## src/rtl/cdfd_pkg.sv

```systemverilog
// ----------------------------------------------------------------------------
// cdfd_pkg
// Shared types, constants and segment tables for the charlieplexed digit
// frame display.
// ----------------------------------------------------------------------------
package cdfd_pkg;

    localparam int FRAME_BYTES_DEF = 8;
    localparam int HDR_BYTES       = 4;

    localparam logic [7:0]  ASCII_ZERO     = 8'd48;
    localparam logic [7:0]  ASCII_NINE     = 8'd57;
    localparam logic [7:0]  BLANK_VALUE    = 8'd11;
    localparam logic [7:0]  MAX_DIGIT      = 8'd9;
    localparam logic [7:0]  RESET_VALUE    = 8'd10;
    localparam logic [3:0]  BLANK_PATTERN  = 4'd11;
    localparam logic [3:0]  INVALID_PATTERN = 4'd10;
    localparam logic [15:0] DEFAULT_PERIOD = 16'd1000;

    localparam logic [0:0] REG_DIGIT_POSITION = 1'd0;
    localparam logic [0:0] REG_DISPLAY_PERIOD = 1'd1;

    localparam logic OP_BYTE = 1'b0;
    localparam logic OP_TICK = 1'b1;

    typedef enum logic [3:0] {
        ST_IDLE,
        ST_BYTE_CHK,
        ST_HDR_RD,
        ST_HDR_CMP,
        ST_TIME_RD,
        ST_TIME_POP,
        ST_TICK_CHK,
        ST_DIV,
        ST_DIV_END,
        ST_LIGHT,
        ST_FINISH
    } cdfd_state_t;

    typedef struct packed {
        logic       start;
        logic       push;
        logic       pop;
        logic [1:0] idx;
        logic       capture;
        logic       set_acc;
        logic       latch;
        logic       div_start;
        logic       div_step;
        logic       div_load;
        logic       light;
        logic       load_out;
    } cdfd_cmd_t;

    typedef struct packed {
        logic full;
        logic hdr_match;
        logic ticks_zero;
        logic held_blank;
        logic div_last;
    } cdfd_status_t;

    function automatic logic [7:0] hdr_byte(input logic [1:0] k);
        logic [7:0] b;
        case (k)
            2'd0:    b = 8'd6;
            2'd1:    b = 8'd5;
            2'd2:    b = 8'd4;
            2'd3:    b = 8'd3;
            default: b = 8'd6;
        endcase
        return b;
    endfunction

    function automatic logic [2:0] pattern_len(input logic [3:0] p);
        logic [2:0] n;
        case (p)
            4'd0:    n = 3'd6;
            4'd1:    n = 3'd2;
            4'd2:    n = 3'd5;
            4'd3:    n = 3'd5;
            4'd4:    n = 3'd4;
            4'd5:    n = 3'd5;
            4'd6:    n = 3'd6;
            4'd7:    n = 3'd3;
            4'd8:    n = 3'd7;
            4'd9:    n = 3'd5;
            4'd10:   n = 3'd3;
            default: n = 3'd3;
        endcase
        return n;
    endfunction

    // segment list per pattern, 3 bits per entry, entry 0 in the low bits
    function automatic logic [2:0] pattern_seg(input logic [3:0] p, input logic [2:0] i);
        logic [20:0] row;
        case (p)
            4'd0:    row = {3'd0, 3'd5, 3'd4, 3'd3, 3'd2, 3'd1, 3'd0};
            4'd1:    row = {3'd0, 3'd0, 3'd0, 3'd0, 3'd0, 3'd2, 3'd1};
            4'd2:    row = {3'd0, 3'd0, 3'd6, 3'd4, 3'd3, 3'd1, 3'd0};
            4'd3:    row = {3'd0, 3'd0, 3'd6, 3'd3, 3'd2, 3'd1, 3'd0};
            4'd4:    row = {3'd0, 3'd0, 3'd0, 3'd6, 3'd5, 3'd2, 3'd1};
            4'd5:    row = {3'd0, 3'd0, 3'd6, 3'd5, 3'd3, 3'd2, 3'd0};
            4'd6:    row = {3'd0, 3'd6, 3'd5, 3'd4, 3'd3, 3'd2, 3'd0};
            4'd7:    row = {3'd0, 3'd0, 3'd0, 3'd0, 3'd2, 3'd1, 3'd0};
            4'd8:    row = {3'd6, 3'd5, 3'd4, 3'd3, 3'd2, 3'd1, 3'd0};
            4'd9:    row = {3'd0, 3'd0, 3'd6, 3'd5, 3'd2, 3'd1, 3'd0};
            4'd10:   row = {3'd0, 3'd0, 3'd0, 3'd0, 3'd6, 3'd3, 3'd0};
            default: row = '0;
        endcase
        return row[3*i +: 3];
    endfunction

    // anode / cathode pin per segment A..G
    function automatic logic [2:0] seg_anode(input logic [2:0] s);
        logic [2:0] a;
        case (s)
            3'd0, 3'd1, 3'd2: a = 3'd2;
            3'd3, 3'd4, 3'd5: a = 3'd0;
            3'd6:             a = 3'd3;
            default:          a = 3'd2;
        endcase
        return a;
    endfunction

    function automatic logic [2:0] seg_cathode(input logic [2:0] s);
        logic [2:0] c;
        case (s)
            3'd0:    c = 3'd4;
            3'd1:    c = 3'd3;
            3'd2:    c = 3'd0;
            3'd3:    c = 3'd4;
            3'd4:    c = 3'd3;
            3'd5:    c = 3'd2;
            3'd6:    c = 3'd4;
            default: c = 3'd4;
        endcase
        return c;
    endfunction

endpackage

```

## src/rtl/cdfd_datapath.sv

```systemverilog
// ----------------------------------------------------------------------------
// cdfd_datapath
// Frame fifo, held value, segment scan, remainder unit and result registers.
// ----------------------------------------------------------------------------
module cdfd_datapath
    import cdfd_pkg::*;
#(
    parameter int FRAME_BYTES = FRAME_BYTES_DEF
) (
    input  logic         aclk,
    input  logic         aresetn,
    input  cdfd_cmd_t    cmd,
    output cdfd_status_t st,
    input  logic [7:0]   s_byte_value,
    input  logic         cfg_wr_en,
    input  logic [0:0]   cfg_index,
    input  logic [15:0]  cfg_wdata,
    output logic [4:0]   m_drive_enable,
    output logic [4:0]   m_drive_high,
    output logic         m_frame_accepted,
    output logic [7:0]   m_shown_value
);

    localparam int IDX_W = $clog2(FRAME_BYTES);
    localparam int CNT_W = $clog2(FRAME_BYTES + 1);

    logic [7:0]       fifo_mem [FRAME_BYTES];
    logic [7:0]       rd_data_reg;
    logic [IDX_W-1:0] head_reg;
    logic [CNT_W-1:0] count_reg;
    logic [IDX_W-1:0] wr_idx;
    logic [7:0]       byte_in;

    logic [1:0]  digit_pos_reg;
    logic [15:0] period_reg;

    logic [7:0]  held_reg;
    logic [3:0]  latched_reg;
    logic [2:0]  seg_reg;
    logic [2:0]  seg_inc;
    logic [15:0] ticks_reg;

    logic [2:0]  rem_reg;
    logic [3:0]  div_cnt_reg;
    logic [2:0]  len;
    logic [3:0]  shifted;
    logic [2:0]  rem_next;

    logic [4:0]  res_en_reg;
    logic [4:0]  res_hi_reg;
    logic        res_acc_reg;
    logic [2:0]  seg_code;
    logic [2:0]  anode;
    logic [2:0]  cathode;

    // ascii digits become their numeric value
    assign byte_in = (s_byte_value >= ASCII_ZERO && s_byte_value <= ASCII_NINE) ?
                     s_byte_value - ASCII_ZERO : s_byte_value;
    assign wr_idx  = head_reg + count_reg[IDX_W-1:0];

    always_ff @(posedge aclk) begin
        if (cmd.push) begin
            fifo_mem[wr_idx] <= byte_in;
        end
        rd_data_reg <= fifo_mem[head_reg];
    end

    always_ff @(posedge aclk) begin
        if (!aresetn) begin
            head_reg  <= '0;
            count_reg <= '0;
        end else if (cmd.push) begin
            count_reg <= count_reg + 1'b1;
        end else if (cmd.pop) begin
            head_reg <= head_reg + 1'b1;
            if (count_reg != '0) begin
                count_reg <= count_reg - 1'b1;
            end
        end
    end

    always_ff @(posedge aclk) begin
        if (!aresetn) begin
            digit_pos_reg <= '0;
            period_reg    <= DEFAULT_PERIOD;
        end else if (cfg_wr_en) begin
            case (cfg_index)
                REG_DIGIT_POSITION: digit_pos_reg <= cfg_wdata[1:0];
                REG_DISPLAY_PERIOD: period_reg    <= cfg_wdata;
                default:            period_reg    <= period_reg;
            endcase
        end
    end

    // remainder of period by pattern length, one bit per step
    assign len      = pattern_len(latched_reg);
    assign shifted  = {rem_reg, period_reg[div_cnt_reg]};
    assign rem_next = (shifted >= {1'b0, len}) ? 3'(shifted - {1'b0, len}) : shifted[2:0];

    assign seg_code = pattern_seg(latched_reg, seg_reg);
    assign anode    = seg_anode(seg_code);
    assign cathode  = seg_cathode(seg_code);
    assign seg_inc  = seg_reg + 3'd1;

    always_ff @(posedge aclk) begin
        if (!aresetn) begin
            held_reg    <= RESET_VALUE;
            latched_reg <= INVALID_PATTERN;
            seg_reg     <= '0;
            ticks_reg   <= '0;
            rem_reg     <= '0;
            div_cnt_reg <= '0;
            res_en_reg  <= '0;
            res_hi_reg  <= '0;
            res_acc_reg <= 1'b0;
        end else begin
            if (cmd.start) begin
                res_en_reg  <= '0;
                res_hi_reg  <= '0;
                res_acc_reg <= 1'b0;
            end
            if (cmd.capture && cmd.idx == digit_pos_reg) begin
                held_reg <= rd_data_reg;
            end
            if (cmd.set_acc) begin
                res_acc_reg <= 1'b1;
            end
            if (cmd.latch) begin
                seg_reg <= '0;
                if (held_reg == BLANK_VALUE) begin
                    latched_reg <= BLANK_PATTERN;
                end else if (held_reg <= MAX_DIGIT) begin
                    latched_reg <= held_reg[3:0];
                end else begin
                    latched_reg <= INVALID_PATTERN;
                end
            end
            if (cmd.div_start) begin
                rem_reg     <= '0;
                div_cnt_reg <= 4'd15;
            end
            if (cmd.div_step) begin
                rem_reg     <= rem_next;
                div_cnt_reg <= div_cnt_reg - 4'd1;
            end
            if (cmd.div_load) begin
                ticks_reg <= period_reg - {13'd0, rem_reg};
            end
            if (cmd.light && ticks_reg != '0 && latched_reg <= INVALID_PATTERN) begin
                res_en_reg <= 5'(5'd1 << anode) | 5'(5'd1 << cathode);
                res_hi_reg <= 5'(5'd1 << anode);
                seg_reg    <= (seg_inc >= len) ? 3'd0 : seg_inc;
                ticks_reg  <= ticks_reg - 16'd1;
            end
        end
    end

    always_ff @(posedge aclk) begin
        if (cmd.load_out) begin
            m_drive_enable   <= res_en_reg;
            m_drive_high     <= res_hi_reg;
            m_frame_accepted <= res_acc_reg;
            m_shown_value    <= held_reg;
        end
    end

    assign st.full       = (count_reg == CNT_W'(FRAME_BYTES));
    assign st.hdr_match  = (rd_data_reg == hdr_byte(cmd.idx));
    assign st.ticks_zero = (ticks_reg == '0);
    assign st.held_blank = (held_reg == BLANK_VALUE);
    assign st.div_last   = (div_cnt_reg == 4'd0);

    a_count_bound: assert property (@(posedge aclk) disable iff (!aresetn)
        count_reg <= CNT_W'(FRAME_BYTES))
        else $error("fifo count beyond depth");

    a_push_not_full: assert property (@(posedge aclk) disable iff (!aresetn)
        cmd.push |-> !st.full)
        else $error("push into full fifo");

    a_light_in_range: assert property (@(posedge aclk) disable iff (!aresetn)
        !st.ticks_zero |-> latched_reg <= INVALID_PATTERN && seg_reg < len)
        else $error("scan running with bad pattern or index");

endmodule

```

## src/rtl/cdfd_ctrl.sv

```systemverilog
// ----------------------------------------------------------------------------
// cdfd_ctrl
// Sequencer for byte framing and tick handling, plus the result valid flag.
// ----------------------------------------------------------------------------
module cdfd_ctrl
    import cdfd_pkg::*;
(
    input  logic         aclk,
    input  logic         aresetn,
    input  logic         s_valid,
    output logic         s_ready,
    input  logic         s_operation,
    output logic         m_valid,
    input  logic         m_ready,
    output cdfd_cmd_t    cmd,
    input  cdfd_status_t st
);

    cdfd_state_t state_reg, state_next;
    logic [1:0]  idx_reg, idx_next;
    logic        m_valid_reg, m_valid_next;
    logic        out_free;

    assign out_free = !m_valid_reg || m_ready;
    assign s_ready  = (state_reg == ST_IDLE);
    assign m_valid  = m_valid_reg;

    always_ff @(posedge aclk) begin
        if (!aresetn) begin
            state_reg   <= ST_IDLE;
            idx_reg     <= '0;
            m_valid_reg <= 1'b0;
        end else begin
            state_reg   <= state_next;
            idx_reg     <= idx_next;
            m_valid_reg <= m_valid_next;
        end
    end

    always_comb begin
        state_next   = state_reg;
        idx_next     = idx_reg;
        m_valid_next = (m_valid_reg && !m_ready);
        cmd          = '0;
        cmd.idx      = idx_reg;
        case (state_reg)
            ST_IDLE: begin
                if (s_valid) begin
                    cmd.start = 1'b1;
                    idx_next  = '0;
                    if (s_operation == OP_BYTE) begin
                        cmd.push   = 1'b1;
                        state_next = ST_BYTE_CHK;
                    end else begin
                        state_next = ST_TICK_CHK;
                    end
                end
            end
            ST_BYTE_CHK: begin
                state_next = st.full ? ST_HDR_RD : ST_FINISH;
            end
            // read data is registered, so it follows the head pointer in the next cycle
            ST_HDR_RD: begin
                state_next = ST_HDR_CMP;
            end
            ST_HDR_CMP: begin
                cmd.pop = 1'b1;
                if (!st.hdr_match) begin
                    state_next = ST_FINISH;
                end else if (idx_reg == 2'd3) begin
                    idx_next   = '0;
                    state_next = ST_TIME_RD;
                end else begin
                    idx_next   = idx_reg + 2'd1;
                    state_next = ST_HDR_RD;
                end
            end
            ST_TIME_RD: begin
                state_next = ST_TIME_POP;
            end
            ST_TIME_POP: begin
                cmd.pop     = 1'b1;
                cmd.capture = 1'b1;
                if (idx_reg == 2'd3) begin
                    cmd.set_acc = 1'b1;
                    state_next  = ST_FINISH;
                end else begin
                    idx_next   = idx_reg + 2'd1;
                    state_next = ST_TIME_RD;
                end
            end
            ST_TICK_CHK: begin
                if (st.ticks_zero) begin
                    cmd.latch = 1'b1;
                    if (st.held_blank) begin
                        state_next = ST_FINISH;
                    end else begin
                        cmd.div_start = 1'b1;
                        state_next    = ST_DIV;
                    end
                end else begin
                    state_next = ST_LIGHT;
                end
            end
            ST_DIV: begin
                cmd.div_step = 1'b1;
                if (st.div_last) begin
                    state_next = ST_DIV_END;
                end
            end
            ST_DIV_END: begin
                cmd.div_load = 1'b1;
                state_next   = ST_LIGHT;
            end
            ST_LIGHT: begin
                cmd.light  = 1'b1;
                state_next = ST_FINISH;
            end
            ST_FINISH: begin
                if (out_free) begin
                    cmd.load_out = 1'b1;
                    m_valid_next = 1'b1;
                    state_next   = ST_IDLE;
                end
            end
            default: begin
                state_next = ST_IDLE;
            end
        endcase
    end

    a_load_slot_free: assert property (@(posedge aclk) disable iff (!aresetn)
        cmd.load_out |-> out_free)
        else $error("result overwritten before taken");

    a_accept_from_idle: assert property (@(posedge aclk) disable iff (!aresetn)
        (s_valid && s_ready) |=> state_reg != ST_IDLE)
        else $error("accepted request left no work");

    a_pop_only_framing: assert property (@(posedge aclk) disable iff (!aresetn)
        cmd.pop |-> (state_reg == ST_HDR_CMP || state_reg == ST_TIME_POP))
        else $error("pop outside framing");

endmodule

```

## src/rtl/charlieplex_digit_frame_display.sv

```systemverilog
// ----------------------------------------------------------------------------
// charlieplex_digit_frame_display
// Framed serial time bytes drive one charlieplexed seven-segment digit.
// ----------------------------------------------------------------------------
// a byte that does not fill the fifo goes straight to its result; one that fills it
//   has its header bytes checked in turn up to the first mismatch, then the four time bytes popped
// a tick relatches the value once the ticks have run out; for a value that is not blank
//   the remainder unit walks the 16 period bits one per cycle, then a segment is lit
// one request in work at a time: the next is taken only once its result has loaded
// reset clears control, empties the fifo, shown value and pattern go to ten
module charlieplex_digit_frame_display
    import cdfd_pkg::*;
#(
    parameter int FRAME_BYTES = FRAME_BYTES_DEF
) (
    input  logic        aclk,
    input  logic        aresetn,
    input  logic        s_valid,
    output logic        s_ready,
    input  logic        s_operation,
    input  logic [7:0]  s_byte_value,
    output logic        m_valid,
    input  logic        m_ready,
    output logic [4:0]  m_drive_enable,
    output logic [4:0]  m_drive_high,
    output logic        m_frame_accepted,
    output logic [7:0]  m_shown_value,
    input  logic        cfg_wr_en,
    input  logic [0:0]  cfg_index,
    input  logic [15:0] cfg_wdata
);

    cdfd_cmd_t    cmd;
    cdfd_status_t st;

    cdfd_ctrl u_ctrl (
        .aclk        (aclk),
        .aresetn     (aresetn),
        .s_valid     (s_valid),
        .s_ready     (s_ready),
        .s_operation (s_operation),
        .m_valid     (m_valid),
        .m_ready     (m_ready),
        .cmd         (cmd),
        .st          (st)
    );

    cdfd_datapath #(
        .FRAME_BYTES (FRAME_BYTES)
    ) u_datapath (
        .aclk             (aclk),
        .aresetn          (aresetn),
        .cmd              (cmd),
        .st               (st),
        .s_byte_value     (s_byte_value),
        .cfg_wr_en        (cfg_wr_en),
        .cfg_index        (cfg_index),
        .cfg_wdata        (cfg_wdata),
        .m_drive_enable   (m_drive_enable),
        .m_drive_high     (m_drive_high),
        .m_frame_accepted (m_frame_accepted),
        .m_shown_value    (m_shown_value)
    );

    a_frame_no_drive: assert property (@(posedge aclk) disable iff (!aresetn)
        (m_valid && m_frame_accepted) |-> m_drive_enable == 5'd0)
        else $error("frame result drives pins");

    a_high_only_enabled: assert property (@(posedge aclk) disable iff (!aresetn)
        m_valid |-> (m_drive_high & ~m_drive_enable) == 5'd0)
        else $error("level set on undriven pin");

    a_two_pins: assert property (@(posedge aclk) disable iff (!aresetn)
        m_valid |-> (m_drive_enable == 5'd0 || $countones(m_drive_enable) == 2))
        else $error("segment drive not one anode and one cathode");

endmodule

```

## config.mk

```make
export PLATFORM = sky130hd
export DESIGN_NAME = charlieplex_digit_frame_display
export DESIGN_NICKNAME = d
export VERILOG_FILES = /design/src/rtl/cdfd_pkg.sv /design/src/rtl/cdfd_datapath.sv /design/src/rtl/cdfd_ctrl.sv /design/src/rtl/charlieplex_digit_frame_display.sv
export SDC_FILE = /design/constraint.sdc
export NUM_CORES = 1
export LEC_CHECK = 0
export BUFFER_PORTS_ARGS = -buffer_cell sky130_fd_sc_hd__buf_2
export CORE_MARGIN = 1.5
export CORE_UTILIZATION = 52
export DETAILED_ROUTE_END_ITERATION = 8
export PLACE_DENSITY = 0.8
export SYNTH_ARGS = -nofsm -noshare
export SYNTH_HDL_FRONTEND = slang
export SYNTH_SLANG_ARGS = --single-unit
```

## constraint.sdc

```tcl
create_clock -name aclk -period 2.8 [get_ports aclk]
set_clock_uncertainty 0.05 [all_clocks]
set_input_delay 0 -clock aclk [delete_from_list [all_inputs] [get_ports aclk]]
set_output_delay 0 -clock aclk [all_outputs]
set_load 0.01 [all_outputs]
```

==> impl_metrics.csv <==
group,metric,value,unit
critical_path,critPathLaunchType,"flop",
placed_design,port_buffers,50,
global_routing,global_route.usage.total,23.0,%
critical_path,crit-reg2reg-capture,"u_datapath.rem_reg[2]$_SDFFE_PN0P_",
power_and_ir_drop,total_leakage_power,3.93,nW
critical_path,crit_fanout,5,
critical_path,timing.critical_path.to_type,"flop",
finish,layout.cells.most_common,"sky130_fd_sc_hd__dfxtp_1",
finish,drive_gt1_share,21.2,%
power_and_ir_drop,report.power.total,7.57,mW
synth,async_flop_share,0,%
finish,post-route-cell-area,10600,um^2
critical_path,critPathCapture,"u_datapath.rem_reg[2]$_SDFFE_PN0P_",
global_routing,pin_count_of_the_biggest_net_entering_global_routing,31,
placed_design,detailed_place.area,9550,um^2
finish,utilization_of_the_core_after_routing,64.0,%
finish,antenna_cells_inserted,0,
clocking,clkTransAtPathRegs,0.08,ns
synth,ys_dominant_reg_cell,"sky130_fd_sc_hd__dfxtp_1",
min_path,hold_path_class,"input pin to flop",
critical_path,timing.critical_path.slowest_stage_cell,"sky130_fd_sc_hd__mux4_2",
global_routing,antenna_violations_before_repair,0,
critical_path,crit_chain,"mux4_2 > mux4_2 > inv_2 > ha_4 > fa_2 > nand2_2 > a211oi_2 > buf_4 > mux2i_1 > a22oi_1 > nor2_1",
critical_path,critical_path.reg2reg.startpoint,"u_datapath.div_cnt_reg[0]$_SDFFE_PN0P_",
outcome,status,"finished, final reports clean",
synth,synth_seq_cells,188,
synth,synth_area_per_cell,11.0,um^2
finish,nets,984,
timing,rsz0062_at_grt,"true",
critical_path,cp_depth,11,
routing,route.final.wire_length,20.0,mm
power_and_ir_drop,p_per_area,716,nW/um^2
critical_path,worst-endpoint-required,3.12,ns
clocking,clk_root_buffer_cell,"sky130_fd_sc_hd__clkbuf_16",
routing,wire_per_inst,17.3,um
floorplanning,core.rowCount,47,
clocking,cts_tree,"done",
floorplanning,core,16500,um^2
synth,synth_largest_area_cell,"sky130_fd_sc_hd__edfxtp_1",
synth,synth_fp_nets,864,
critical_path,criticalPathCategory,"flop to flop",
synth,synth_top_area_share,28.0,%
placed_design,detailed_place_hpwl,13.2,mm
timing,hold_ws,0.0412,ns
floorplanning,fp.dieArea,17700,um^2
timing,slew-limit-headroom,57.1,%
routing,dr_total_vias,6677,
synth,synth_area,8790,um^2
critical_path,crit_top_cell,"sky130_fd_sc_hd__mux4_2",
clocking,clock_sink_count,188,
global_routing,global_route.overflow_total,0,
critical_path,path_buf_inv,2,
routing,number_of_drc_markers_after_the_initial_detailed_route_iteration,487,
timing,maxClockFrequency,365,MHz
critical_path,path_delay_family,"multiplexers",
routing,routed_via_density,5.79,
critical_path,worst_setup_path_startpoint,"u_datapath.div_cnt_reg[0]$_SDFFE_PN0P_",
floorplanning,die-width,133,um
critical_path,reg2reg_depth,11,
global_routing,number_of_global_route_vias_before_repair,6441,
job,cap_violations,0,
routing,antenna_violating_nets_post_route,0,
critical_path,timing.critical_path.slowest_cell_delay,0.52,ns
routing,drt_drc_violations_left,0,
finish,layout.cells.most_common_list,"sky130_fd_sc_hd__dfxtp_1 (105), sky130_fd_sc_hd__nand2_1 (85), sky130_fd_sc_hd__edfxtp_1 (82), sky130_fd_sc_hd__nor2_1 (67), sky130_fd_sc_hd__buf_4 (52)",
floorplanning,io_pins,52,
power_and_ir_drop,power.ir.vdd_worst,590,uV
timing,final-max-slew-violation-count,0,
synth,post_synth_num_cell_types,75,
timing,finalWorstPathRequiredPeriod,2.74,ns
synth,synth-edff-count,82,
global_routing,wire_length_of_the_first_global_routing_pass,31.7,mm
clocking,clk_latency,0.44,ns
synth,synth_cells,800,
timing,fin_crit_sh,97.8,%
synth,yosysWarningCount,0,
clocking,clock_tree.buffer_depth,2,
clocking,tritoncts.num_buffers,17,
floorplanning,die_height,133,um
critical_path,ff2ff_setup_slack,0.06,ns
synth,synth-seq-area-share,52.1,%
finish,largest_register_ff_count,64,
timing,finalHoldViolCount,0,
placed_design,place.gp.congestion,0.884,
floorplanning,initial_core_util,53.2,%
timing,slew_at_the_pin_closest_to_its_max_slew_limit,0.628,ns
critical_path,critical_path_arrival,3.06,ns
clocking,clock_tree.htree_level_count,4,
timing,fin_setup_tns,0,ns
finish,layout_area_growth_over_synthesis,20.3,%
timing,report.final.setup_viol,0,
routing,firstDrtPassIters,5,
synth,post_synth_main_area_contributors,"sky130_fd_sc_hd__edfxtp_1 (28%), sky130_fd_sc_hd__dfxtp_1 (24%), sky130_fd_sc_hd__mux4_2 (5.9%), sky130_fd_sc_hd__ha_1 (4.1%), sky130_fd_sc_hd__nand2_1 (3.7%)",
[cells by family (layout without fill, tap and decap cells)]
logic type | after synthesis | count (layout) | share of synthesized area (%)
simple gates | 272 | 272 | 15.4
flops | 188 | 188 | 52.1
compound gates | 150 | 150 | 11.0
buf+inv | 65 | 198 | 2.90
mux | 63 | 63 | 10.7
fa+ha+maj | 33 | 33 | 5.04
xor+xnor | 28 | 28 | 2.79
other cells | 1 | 1 | 0.0426
[area by class of cell]
type                       count  area [um^2]
clock buffer                  17          425
clock inverter                15          190
fill                        1223         5940
inverter                      29          110
multi-input combinational    547         4000
sequential                   188         4590
tap                          220          275
timing repair buffer         137          991
[synth_stat cells (all sizes together) (6+ instances only)]
library cell / number
o21ai: 24
nand2b: 11
nand3b: 6
a21oi: 53
o22ai: 8
dfxtp: 106
clkbuf: 28
nand4b: 8
nand3: 23
mux2: 14
nor2: 68
buf: 8
nor3: 22
nand2: 87
a31oi: 10
mux2i: 26
a21o: 8
nor4: 9
edfxtp: 82
ha: 29
mux4: 23
a211oi: 6
inv: 27
and2: 7
nor2b: 10
xor2: 13
xnor2: 15
[layer usage]
metal	GRT usage (%)	routed length [um]	share of wire, %
met4	9.58	488	2.4
met3	3.72	1100	5.5
met1	27.7	7990	40
met2	40.9	10400	52
met5	0	0	0
[worst min-delay path by stage]
stage / cells after the start / from / endpoint
finish: 2 / s_byte_value[4] / u_datapath.fifo_mem[6][4]$_DFFE_PP_
global route: 2 / s_byte_value[4] / u_datapath.fifo_mem[7][4]$_DFFE_PP_
CTS: 4 / s_valid / u_ctrl.state_reg[1]$_SDFFE_PN0P_
detailed placement: 3 / cfg_wdata[6] / u_datapath.period_reg[6]$_SDFFE_PN1P_
global placement: 3 / cfg_wdata[3] / u_datapath.period_reg[3]$_SDFFE_PN1P_
floorplan: 0 / s_byte_value[0] / u_datapath.fifo_mem[0][0]$_DFFE_PP_
[repair_timing]
item,CTS,global route
hold endpoints to repair,84,0
hold buffers,35,0
cloned,0,0
setup endpoints to repair,2,10
pin swaps,0,4
buffers inserted,0,2
resized for setup,1,10
[metrics by stage]
step / worst slack (ns) / instances
global route: -0.0594 / 1153
global placement: 0.0238 / 1084
finish: 0.0616 / 1153
floorplan: 0.0745 / 800
CTS: 0.0423 / 1151
detailed placement: -0.0363 / 1084
[report_power, final]
part	internal (mW)	switching, mW	leakage (nW)
Combinational	0.793	1.03	2.04
Sequential	3.08	0.188	1.59
Clock	1.30	1.19	0.301
Total	5.17	2.41	3.93
Note: power is estimated with default switching activity, not from simulation.
